### src/ppd_pkg.sv
`default_nettype none

package ppd_pkg;

  // pattern table geometry
  localparam int MAX_PATTERNS = 4;
  localparam int PAT_IDX_W    = $clog2(MAX_PATTERNS);
  localparam int PAT_CNT_W    = $clog2(MAX_PATTERNS + 1);

  // clock pulses must stay below this bound to start a sync
  localparam int CLOCK_LIMIT  = 3276;

  // divide by ten: multiply by ceil(2^19 / 10), exact for inputs below 2^18
  localparam logic [15:0] RECIP_TEN   = 16'd52429;
  localparam int          RECIP_SHIFT = 19;

  localparam logic [11:0] TOL_MAX   = 12'hFFF;
  localparam logic [7:0]  MSG_MAX   = 8'hFF;
  localparam logic [15:0] ROUND_ADD = 16'd5;

  // configuration register reset values
  localparam logic [3:0] SYNC_MIN_FACTOR_RST  = 4'd10;
  localparam logic [3:0] TOL_TENTHS_RST       = 4'd4;
  localparam logic [7:0] MIN_MESSAGE_LEN_RST  = 8'd8;

  typedef enum logic [1:0] {
    CFG_SYNC_MIN_FACTOR = 2'd0,
    CFG_TOL_TENTHS      = 2'd1,
    CFG_MIN_MSG_LEN     = 2'd2
  } cfg_index_t;

  typedef enum logic [1:0] {
    KIND_SYMBOL  = 2'd0,
    KIND_SUMMARY = 2'd1,
    KIND_ENTRY   = 2'd2
  } result_kind_t;

  typedef enum logic [3:0] {
    S_IDLE,
    S_EVAL,
    S_SCAN,
    S_DECIDE,
    S_SYMBOL,
    S_SUMMARY,
    S_ENTRY,
    S_CLEAR,
    S_SYNC,
    S_TOL
  } state_t;

  typedef struct packed {
    logic signed [15:0] high;
    logic signed [15:0] low;
  } entry_t;

  typedef struct packed {
    logic pair_ok;
    logic sync_hit;
  } pair_status_t;

  // |a - b| < tol on sign-extended pulse values
  function automatic logic within_tol(input logic signed [17:0] a,
                                      input logic signed [17:0] b,
                                      input logic [11:0] tol);
    logic signed [17:0] d;
    logic [17:0] mag;
    d   = a - b;
    mag = d[17] ? 18'(-d) : 18'(d);
    return mag < {6'd0, tol};
  endfunction

  function automatic logic signed [17:0] sext18(input logic signed [15:0] v);
    return $signed({{2{v[15]}}, v});
  endfunction

endpackage

`default_nettype wire

### src/ppd_timing.sv
`default_nettype none

module ppd_timing (
  input  wire                   clk,
  input  wire logic signed [15:0] first,
  input  wire logic signed [15:0] cur,
  input  wire logic [3:0]       smf,
  input  wire logic [3:0]       tenths,
  input  wire logic [11:0]      clock_length,
  input  wire logic [11:0]      tolerance,
  output ppd_pkg::pair_status_t status,
  output logic [11:0]           tol_new
);

  logic signed [17:0] first_x;
  logic signed [17:0] cur_x;
  logic signed [17:0] neg_cur;
  logic signed [17:0] clk_x;
  logic signed [17:0] neg_clk;
  logic [15:0]        smf_clk;
  logic signed [17:0] smf_clk_x;
  logic [18:0]        smf_first;
  logic               first_pos;
  logic               cond_a;
  logic               cond_b;
  logic [15:0]        tol_prod;
  logic [31:0]        tol_scaled;
  logic [12:0]        tol_quot;

  always_comb begin
    first_x   = ppd_pkg::sext18(first);
    cur_x     = ppd_pkg::sext18(cur);
    neg_cur   = -cur_x;
    clk_x     = $signed({6'd0, clock_length});
    neg_clk   = -clk_x;
    smf_clk   = {12'd0, smf} * {4'd0, clock_length};
    smf_clk_x = $signed({2'b00, smf_clk});
    smf_first = {4'd0, first[14:0]} * {15'd0, smf};
    first_pos = !first[15] && (first != 16'sd0);

    cond_a = ppd_pkg::within_tol(first_x, clk_x, tolerance) &&
             (smf_clk_x > neg_cur) && cur[15];
    cond_b = first_pos && (first_x < smf_clk_x) &&
             ppd_pkg::within_tol(cur_x, neg_clk, tolerance);

    status.pair_ok  = cond_a || cond_b;
    status.sync_hit = first_pos &&
                      (first_x < $signed(18'(ppd_pkg::CLOCK_LIMIT))) &&
                      ($signed({1'b0, smf_first}) <= $signed({{2{neg_cur[17]}}, neg_cur}));
  end

  // tolerance = round(clock * tenths / 10), product registered before the divide
  always_ff @(posedge clk) begin
    tol_prod <= 16'({4'd0, first[11:0]} * {12'd0, tenths}) + ppd_pkg::ROUND_ADD;
  end

  always_comb begin
    tol_scaled = {16'd0, tol_prod} * {16'd0, ppd_pkg::RECIP_TEN};
    tol_quot   = tol_scaled[31:ppd_pkg::RECIP_SHIFT];
    tol_new    = tol_quot[12] ? ppd_pkg::TOL_MAX : tol_quot[11:0];
  end

endmodule

`default_nettype wire

### src/ppd_table.sv
`default_nettype none

module ppd_table (
  input  wire                                  clk,
  input  wire                                  wr_en,
  input  wire logic [ppd_pkg::PAT_IDX_W-1:0]   wr_addr,
  input  wire ppd_pkg::entry_t                 wr_data,
  input  wire                                  rd_en,
  input  wire logic [ppd_pkg::PAT_IDX_W-1:0]   rd_addr,
  input  wire logic signed [15:0]              first,
  input  wire logic signed [15:0]              cur,
  input  wire logic [11:0]                     tolerance,
  output ppd_pkg::entry_t                      rd_data,
  output logic                                 hit
);

  ppd_pkg::entry_t mem [ppd_pkg::MAX_PATTERNS];

  always_ff @(posedge clk) begin
    if (wr_en) begin
      mem[wr_addr] <= wr_data;
    end
  end

  always_ff @(posedge clk) begin
    if (rd_en) begin
      rd_data <= mem[rd_addr];
    end
  end

  // pair against the entry just read
  assign hit = ppd_pkg::within_tol(ppd_pkg::sext18(first),
                                   ppd_pkg::sext18(rd_data.high), tolerance) &&
               ppd_pkg::within_tol(ppd_pkg::sext18(cur),
                                   ppd_pkg::sext18(rd_data.low), tolerance);

endmodule

`default_nettype wire

### src/pulse_pattern_detector_core.sv
`default_nettype none

// channel   dir  handshake             payload
// in        in   in_valid / in_stall   pulse_duration
// out       out  out_valid / out_stall result_kind .. last_of_run (one port per field)
// cfg       in   cfg_write             cfg_index, cfg_data
//
// one pulse at a time: an unpaired pulse goes to the sync check; a valid pair is scanned
// against the stored patterns into a symbol; an invalid pair or a full table with no match
// gives a summary, entry beats and a clear; a sync adds a tolerance step; one table read
// a cycle unless out_stall holds the sequencer; rst is synchronous and clears all control
// state; the table is not cleared, only entries below the pattern count are ever read
// out_stall holds the output register and the sequencer, the last beat may wait on the next

module pulse_pattern_detector_core (
  input  wire                 clk,
  input  wire                 rst,

  input  wire                 in_valid,
  output logic                in_stall,
  input  wire logic signed [15:0] pulse_duration,

  output logic                out_valid,
  input  wire                 out_stall,
  output logic [1:0]          result_kind,
  output logic [1:0]          symbol_index,
  output logic [7:0]          message_length,
  output logic [2:0]          patterns_used,
  output logic [11:0]         clock_value,
  output logic signed [15:0]  sync_value,
  output logic signed [15:0]  entry_high,
  output logic signed [15:0]  entry_low,
  output logic                long_enough,
  output logic                last_of_run,

  input  wire                 cfg_write,
  input  wire logic [1:0]     cfg_index,
  input  wire logic [7:0]     cfg_data
);

  localparam int IW = ppd_pkg::PAT_IDX_W;
  localparam int CW = ppd_pkg::PAT_CNT_W;

  ppd_pkg::state_t state;
  ppd_pkg::state_t state_next;

  // configuration
  logic [3:0] sync_min_factor;
  logic [3:0] tolerance_tenths;
  logic [7:0] min_message_len;

  // detector state
  logic signed [15:0] prev_pulse;
  logic signed [15:0] first_pulse;
  logic signed [15:0] cur_pulse;
  logic               detecting;
  logic               pair_phase;
  logic [11:0]        clock_length;
  logic signed [15:0] sync_length;
  logic [11:0]        tolerance;
  logic [CW-1:0]      pattern_count;
  logic [7:0]         message_count;

  // table walk
  logic [IW-1:0]      scan_idx;
  logic               found_hit;
  logic [IW-1:0]      found_idx;
  logic               scan_more;
  logic               table_room;
  logic               msg_long;

  // table port
  logic               rd_en;
  logic [IW-1:0]      rd_addr;
  logic               wr_en;
  ppd_pkg::entry_t    wr_data;
  ppd_pkg::entry_t    rd_data;
  logic               tbl_hit;

  ppd_pkg::pair_status_t status;
  logic [11:0]        tol_new;

  // output register load
  logic               can_load;
  logic               out_load;
  logic [1:0]         kind_next;
  logic [IW-1:0]      index_next;
  logic signed [15:0] high_next;
  logic signed [15:0] low_next;
  logic               last_next;

  ppd_timing u_timing (
    .clk          (clk),
    .first        (first_pulse),
    .cur          (cur_pulse),
    .smf          (sync_min_factor),
    .tenths       (tolerance_tenths),
    .clock_length (clock_length),
    .tolerance    (tolerance),
    .status       (status),
    .tol_new      (tol_new)
  );

  assign wr_data.high = first_pulse;
  assign wr_data.low  = cur_pulse;

  ppd_table u_table (
    .clk       (clk),
    .wr_en     (wr_en),
    .wr_addr   (pattern_count[IW-1:0]),
    .wr_data   (wr_data),
    .rd_en     (rd_en),
    .rd_addr   (rd_addr),
    .first     (first_pulse),
    .cur       (cur_pulse),
    .tolerance (tolerance),
    .rd_data   (rd_data),
    .hit       (tbl_hit)
  );

  assign scan_more  = ({1'b0, scan_idx} + CW'(1)) < pattern_count;
  assign table_room = pattern_count < CW'(ppd_pkg::MAX_PATTERNS);
  assign msg_long   = message_count >= min_message_len;
  assign can_load   = !out_valid || !out_stall;
  assign in_stall   = (state != ppd_pkg::S_IDLE);

  always_ff @(posedge clk) begin
    if (rst) begin
      state <= ppd_pkg::S_IDLE;
    end else begin
      state <= state_next;
    end
  end

  // sequencer: next state, table port and output beat selection
  always_comb begin
    state_next = state;
    rd_en      = 1'b0;
    rd_addr    = '0;
    wr_en      = 1'b0;
    out_load   = 1'b0;
    kind_next  = ppd_pkg::KIND_SYMBOL;
    index_next = '0;
    high_next  = '0;
    low_next   = '0;
    last_next  = 1'b1;
    unique case (state)
      ppd_pkg::S_IDLE: begin
        if (in_valid) begin
          state_next = ppd_pkg::S_EVAL;
        end
      end
      ppd_pkg::S_EVAL: begin
        if (detecting && pair_phase) begin
          if (!status.pair_ok) begin
            state_next = ppd_pkg::S_SUMMARY;
          end else if (pattern_count == '0) begin
            state_next = ppd_pkg::S_DECIDE;
          end else begin
            rd_en      = 1'b1;
            state_next = ppd_pkg::S_SCAN;
          end
        end else begin
          state_next = ppd_pkg::S_SYNC;
        end
      end
      ppd_pkg::S_SCAN: begin
        if (scan_more) begin
          rd_en   = 1'b1;
          rd_addr = scan_idx + IW'(1);
        end else begin
          state_next = ppd_pkg::S_DECIDE;
        end
      end
      ppd_pkg::S_DECIDE: begin
        if (found_hit) begin
          state_next = ppd_pkg::S_SYMBOL;
        end else if (table_room) begin
          wr_en      = 1'b1;
          state_next = ppd_pkg::S_SYMBOL;
        end else begin
          state_next = ppd_pkg::S_SUMMARY;
        end
      end
      ppd_pkg::S_SYMBOL: begin
        index_next = found_idx;
        if (can_load) begin
          out_load   = 1'b1;
          state_next = ppd_pkg::S_SYNC;
        end
      end
      ppd_pkg::S_SUMMARY: begin
        kind_next = ppd_pkg::KIND_SUMMARY;
        last_next = !(msg_long && (pattern_count != '0));
        if (can_load) begin
          out_load = 1'b1;
          if (msg_long && (pattern_count != '0)) begin
            rd_en      = 1'b1;
            state_next = ppd_pkg::S_ENTRY;
          end else begin
            state_next = ppd_pkg::S_CLEAR;
          end
        end
      end
      ppd_pkg::S_ENTRY: begin
        kind_next  = ppd_pkg::KIND_ENTRY;
        index_next = scan_idx;
        high_next  = rd_data.high;
        low_next   = rd_data.low;
        last_next  = !scan_more;
        if (can_load) begin
          out_load = 1'b1;
          if (scan_more) begin
            rd_en   = 1'b1;
            rd_addr = scan_idx + IW'(1);
          end else begin
            state_next = ppd_pkg::S_CLEAR;
          end
        end
      end
      ppd_pkg::S_CLEAR: begin
        state_next = ppd_pkg::S_SYNC;
      end
      ppd_pkg::S_SYNC: begin
        state_next = status.sync_hit ? ppd_pkg::S_TOL : ppd_pkg::S_IDLE;
      end
      ppd_pkg::S_TOL: begin
        state_next = ppd_pkg::S_IDLE;
      end
      default: begin
        state_next = ppd_pkg::S_IDLE;
      end
    endcase
  end

  // pulse pair under work
  always_ff @(posedge clk) begin
    if (state == ppd_pkg::S_IDLE && in_valid) begin
      cur_pulse   <= pulse_duration;
      first_pulse <= prev_pulse;
    end
  end

  // configuration and detector state
  always_ff @(posedge clk) begin
    if (rst) begin
      sync_min_factor  <= ppd_pkg::SYNC_MIN_FACTOR_RST;
      tolerance_tenths <= ppd_pkg::TOL_TENTHS_RST;
      min_message_len  <= ppd_pkg::MIN_MESSAGE_LEN_RST;
      prev_pulse       <= '0;
      detecting        <= 1'b0;
      pair_phase       <= 1'b0;
      clock_length     <= '0;
      sync_length      <= '0;
      tolerance        <= '0;
      pattern_count    <= '0;
      message_count    <= '0;
      scan_idx         <= '0;
      found_hit        <= 1'b0;
      found_idx        <= '0;
    end else begin
      if (cfg_write) begin
        unique case (cfg_index)
          ppd_pkg::CFG_SYNC_MIN_FACTOR: sync_min_factor  <= cfg_data[3:0];
          ppd_pkg::CFG_TOL_TENTHS:      tolerance_tenths <= cfg_data[3:0];
          ppd_pkg::CFG_MIN_MSG_LEN:     min_message_len  <= cfg_data;
          default: begin
          end
        endcase
      end
      unique case (state)
        ppd_pkg::S_IDLE: begin
          if (in_valid) begin
            prev_pulse <= pulse_duration;
          end
        end
        ppd_pkg::S_EVAL: begin
          if (detecting) begin
            pair_phase <= !pair_phase;
          end
          scan_idx  <= '0;
          found_hit <= 1'b0;
        end
        ppd_pkg::S_SCAN: begin
          // later hits override earlier ones
          if (tbl_hit) begin
            found_hit <= 1'b1;
            found_idx <= scan_idx;
          end
          if (scan_more) begin
            scan_idx <= scan_idx + IW'(1);
          end
        end
        ppd_pkg::S_DECIDE: begin
          if (!found_hit && table_room) begin
            found_idx     <= pattern_count[IW-1:0];
            pattern_count <= pattern_count + CW'(1);
          end
          if ((found_hit || table_room) && (message_count != ppd_pkg::MSG_MAX)) begin
            message_count <= message_count + 8'd1;
          end
        end
        ppd_pkg::S_SUMMARY: begin
          scan_idx <= '0;
        end
        ppd_pkg::S_ENTRY: begin
          if (can_load && scan_more) begin
            scan_idx <= scan_idx + IW'(1);
          end
        end
        ppd_pkg::S_CLEAR: begin
          message_count <= '0;
          pattern_count <= '0;
          pair_phase    <= 1'b0;
          detecting     <= 1'b0;
          clock_length  <= '0;
        end
        ppd_pkg::S_SYNC: begin
          if (status.sync_hit) begin
            clock_length <= first_pulse[11:0];
            sync_length  <= cur_pulse;
            detecting    <= 1'b1;
            pair_phase   <= 1'b0;
          end
        end
        ppd_pkg::S_TOL: begin
          tolerance <= tol_new;
        end
        default: begin
        end
      endcase
    end
  end

  // output register
  always_ff @(posedge clk) begin
    if (rst) begin
      out_valid <= 1'b0;
    end else if (out_load) begin
      out_valid <= 1'b1;
    end else if (!out_stall) begin
      out_valid <= 1'b0;
    end
  end

  always_ff @(posedge clk) begin
    if (out_load) begin
      result_kind    <= kind_next;
      symbol_index   <= index_next;
      message_length <= message_count;
      patterns_used  <= pattern_count;
      clock_value    <= clock_length;
      sync_value     <= sync_length;
      entry_high     <= high_next;
      entry_low      <= low_next;
      long_enough    <= msg_long;
      last_of_run    <= last_next;
    end
  end

`ifndef SYNTHESIS
  a_count_bound: assert property (@(posedge clk) disable iff (rst)
    pattern_count <= CW'(ppd_pkg::MAX_PATTERNS))
    else $error("pattern count beyond table size");

  a_no_overwrite: assert property (@(posedge clk) disable iff (rst)
    (out_valid && out_stall) |-> !out_load)
    else $error("output register loaded while a beat waits");

  a_clock_set: assert property (@(posedge clk) disable iff (rst)
    detecting |-> (clock_length != '0))
    else $error("detecting without a measured clock");

  a_write_room: assert property (@(posedge clk) disable iff (rst)
    wr_en |-> (table_room && !found_hit))
    else $error("table write without a free entry");
`endif

endmodule

`default_nettype wire
### config.mk
export PLATFORM = sky130hd
export DESIGN_NAME = pulse_pattern_detector_core
export DESIGN_NICKNAME = d
export VERILOG_FILES = /design/src/ppd_pkg.sv /design/src/ppd_timing.sv /design/src/ppd_table.sv /design/src/pulse_pattern_detector_core.sv
export SDC_FILE = /design/constraint.sdc
export NUM_CORES = 1
export LEC_CHECK = 0
export BUFFER_PORTS_ARGS = -buffer_cell sky130_fd_sc_hd__buf_2
export CORE_MARGIN = 8
export CORE_UTILIZATION = 25
export DETAILED_ROUTE_END_ITERATION = 16
export GPL_TIMING_DRIVEN = 0
export PLACE_DENSITY = 0.38
export RECOVER_POWER = 25
export SETUP_SLACK_MARGIN = 0.15
export SLEW_MARGIN = 20
export SYNTH_ARGS = -nofsm -noshare
export SYNTH_HDL_FRONTEND = slang
export SYNTH_SLANG_ARGS = --single-unit
### constraint.sdc
create_clock -name clk -period 7.8 [get_ports clk]
set_clock_uncertainty 0.1 [all_clocks]
set_input_delay 1.17 -clock clk [delete_from_list [all_inputs] [get_ports clk]]
set_output_delay 1.17 -clock clk [all_outputs]
set_load 0.01 [all_outputs]
==> metrics.txt <==
status=completed; drt drc=0; Fmax=138.0 MHz; Worst Setup SP=first_pulse[4]$_DFFE_PP_; Post-synth EDFFs=269; IO Count=110; GPL Wtd Cong=0.8232; Via density=4.685; Async S/R FF share, synth=0; max_cap viols=0; vias post-DR=22356; Die Wd=361.2 µm; WL/cell=20.85 µm; register area=10300 µm²; Synth top area share=0.2711; Max clock buf depth=3; clk slew on worst S/H paths=0.06 ns; worst reg-to-reg setup slack=0.55 ns; fin nets=3759; synthesized area per cell=9.825 µm²; core area=118100 µm²; Synth Register Bits=380; Initial Util=0.2524; Iter 0 DRT Violations=1334; crit path time final=7.246 ns; Setup Crit Path Kind=flop to flop; initial antenna violation count=3; Pins Over Slew Limit=0; Yosys Warn Count=0; Critical Path Sink=u_table.rd_data[20]$_DFFE_PP_; worst-margin pin slew=1.219 ns; maximum VDD drop=0.5018 mV; Final HPWL DP=76830 µm; # clock sinks=380; Primary FF master, synth=edfxtp_1; class of the worst hold path=flop to flop; footprint of the multi-input gates=17810 µm²; reg2reg end=u_table.rd_data[20]$_DFFE_PP_; final period utilization=0.9290; final setup vio count=0; WL final=99510 µm; cells on worst reg2reg path=19; IO buf count=109; vias in the first global route=23185; placed cell count=4688; Yosys top cell by area=edfxtp_1; max_slew headroom=0.1874; syn_nets=3589; die area=130500 µm²; share of layout cells above drive strength 1=0.07324; CTS Buf Count=42; GRT Overall Usage=0.1507; crit path capture type=flop; dpl cell area=32520 µm²; cell area after synthesis=29800 µm²; first-pass GRT wire length=150800 µm; largest net degree at the start of global routing=25; ANT cells=0; fin area=33990 µm²; CTS tree=done; Synth area leaders=edfxtp_1 (27%), ha_1 (16%), fa_1 (10%); 1st-pass router iterations=5; fin cells=4772; die height=361.2 µm; Critical Path AT=7.44 ns; Leakage=14.16 nW; R2R Path Start=first_pulse[4]$_DFFE_PP_; CP Max Fanout=22; Syn Inst Count=3033; Hold Buf Count CTS=0; number of fillers in the final layout=12436; CTS H-Tree Depth=2; commonest cells after routing, fill and taps aside=ha_1 (373), inv_1 (348), nand2_1 (312); commonest non-fill, non-tap cell in the layout=ha_1; distinct cell type count after synthesis=91; Area Growth Syn to Fin=14.08%; Root Driver=clkbuf_16; post-route ant nets=0; post-synthesis sequential area ratio=0.3456; critical path required time=8.00 ns; Power per Cell Area=324.2 nW/µm²; RSZ-0062 raised after global routing=false; global route overflow=0; Rows=126; Final Hold Fails=0; Clock Latency Late Sink=0.61 ns; CP Launch Type=flop
==> worst min path at each step <==
stage / startpoint / endpoint / slack (ns) / cells past startpoint
4_1_cts: prev_pulse[0]$_SDFFE_PP0P_ / first_pulse[0]$_DFFE_PP_ / 0.33 / 0
3_3_place_gp: prev_pulse[4]$_SDFFE_PP0P_ / first_pulse[4]$_DFFE_PP_ / 0.31 / 0
6_report: prev_pulse[4]$_SDFFE_PP0P_ / first_pulse[4]$_DFFE_PP_ / 0.33 / 0
2_1_floorplan: prev_pulse[0]$_SDFFE_PP0P_ / first_pulse[0]$_DFFE_PP_ / 0.31 / 0
3_5_place_dp: prev_pulse[0]$_SDFFE_PP0P_ / first_pulse[0]$_DFFE_PP_ / 0.31 / 0
5_1_grt: prev_pulse[0]$_SDFFE_PP0P_ / first_pulse[0]$_DFFE_PP_ / 0.34 / 0
==> report_power, final <==
part / total [mW] / switching [mW] / internal [mW]
clock: 2.00 / 0.890 / 1.11
combinational: 6.69 / 3.91 / 2.78
sequential: 2.33 / 0.125 / 2.20
total: 11.0 / 4.93 / 6.09
==> final cells by class <==
type | count | share of cell area
timing repair buffer | 128 | 0.02477
clock buffer | 52 | 0.03202
inverter | 350 | 0.03865
sequential | 380 | 0.3030
clock inverter | 25 | 0.007803
tap | 1536 | 0.05653
buffer | 111 | 0.01336
multi-input combinational | 2190 | 0.5239
==> stage by stage <==
stage / hold WS, ns / setup TNS [ns] / power, mW / utilization / setup WS [ns]
CTS: 0.3332 / 0 / 11.32 / 0.2880 / 0.2586
global route: 0.3351 / 0 / 12.28 / 0.2879 / 0.1547
global placement: 0.3133 / -163.47 / 9.250 / 0.2733 / -1.548
detailed placement: 0.3138 / -26.52 / 9.177 / 0.2754 / -0.5801
finish: 0.3297 / 0 / 11.02 / 0.2879 / 0.5537
floorplan: 0.3081 / 0 / 7.276 / - / 1.546
==> routing by layer <==
metal / wire length [µm] / share of wire / track usage
met4: 2253 / 0.023 / 0.03443
met5: 20 / 0.00020 / 0
met2: 45370 / 0.46 / 0.2487
met3: 3482 / 0.035 / 0.01646
met1: 48380 / 0.49 / 0.2116
==> flip-flops by register name, summed over array words and instances (netlist names), 8 cells and up <==
| register | flops |
|---|---|
| u_timing.tol_prod | 16 |
| prev_pulse | 16 |
| u_table.rd_data | 32 |
| sync_value | 16 |
| sync_length | 16 |
| clock_length | 12 |
| u_table.mem | 128 |
| min_message_len | 8 |
| message_count | 8 |
| message_length | 8 |
| clock_value | 12 |
| entry_low | 16 |
| first_pulse | 16 |
| entry_high | 16 |
| tolerance | 12 |
| cur_pulse | 16 |
==> logic make-up (layout without fill, tap and decap cells) <==
kind of cell	count (synthesis)	count (layout)	synth area share
AO/OA/AOI/OAI	605	605	0.1376
XOR/XNOR	156	156	0.04585
adder cells (fa/ha/maj)	525	525	0.2587
buffers and inverters	463	666	0.05899
flip-flops	380	380	0.3457
multiplexers	26	26	0.008818
AND/OR/NAND/NOR	878	878	0.1444
==> worst max-delay path, stage by stage (launching register included) <==
cell and delay (ns):
edfxtp_1 0.32, buf_4 0.17, clkbuf_1 0.88, ha_1 0.38, buf_2 0.18, a2111oi_2 0.37, a31oi_1 0.26, and4b_1 0.25
a311oi_1 0.56, or2b_1 0.27, o21ai_0 0.19, xnor2_1 0.15, ha_1 0.28, a211oi_2 0.51, o211ai_1 0.19, a211oi_2 0.48
nand4_1 0.22, o31ai_2 0.53, a31o_4 0.39, buf_12 0.22
==> cell usage after synthesis, types with 23 or more instances <==
cell type,number
xnor2_1,99
clkbuf_1,98
and2_1,95
xor2_1,57
nor2_1,158
edfxtp_1,269
nand2b_1,23
o21ai_0,75
fa_1,152
a21oi_1,148
nand2_1,312
nor4_1,46
mux2i_1,24
nor2b_1,32
a31oi_1,44
nor3_1,41
inv_1,348
ha_1,373
a211oi_1,30
o22ai_1,36
a21o_1,58
dfxtp_1,111
o21a_1,34
nand3_1,61
nand4_1,26
==> timing repair <==
item	4_1_cts	5_1_grt
gates resized for setup	10	12
cloned	0	0
setup endpoints to repair	64	60
setup buffers	8	1
(Power assumes the default switching activity.)
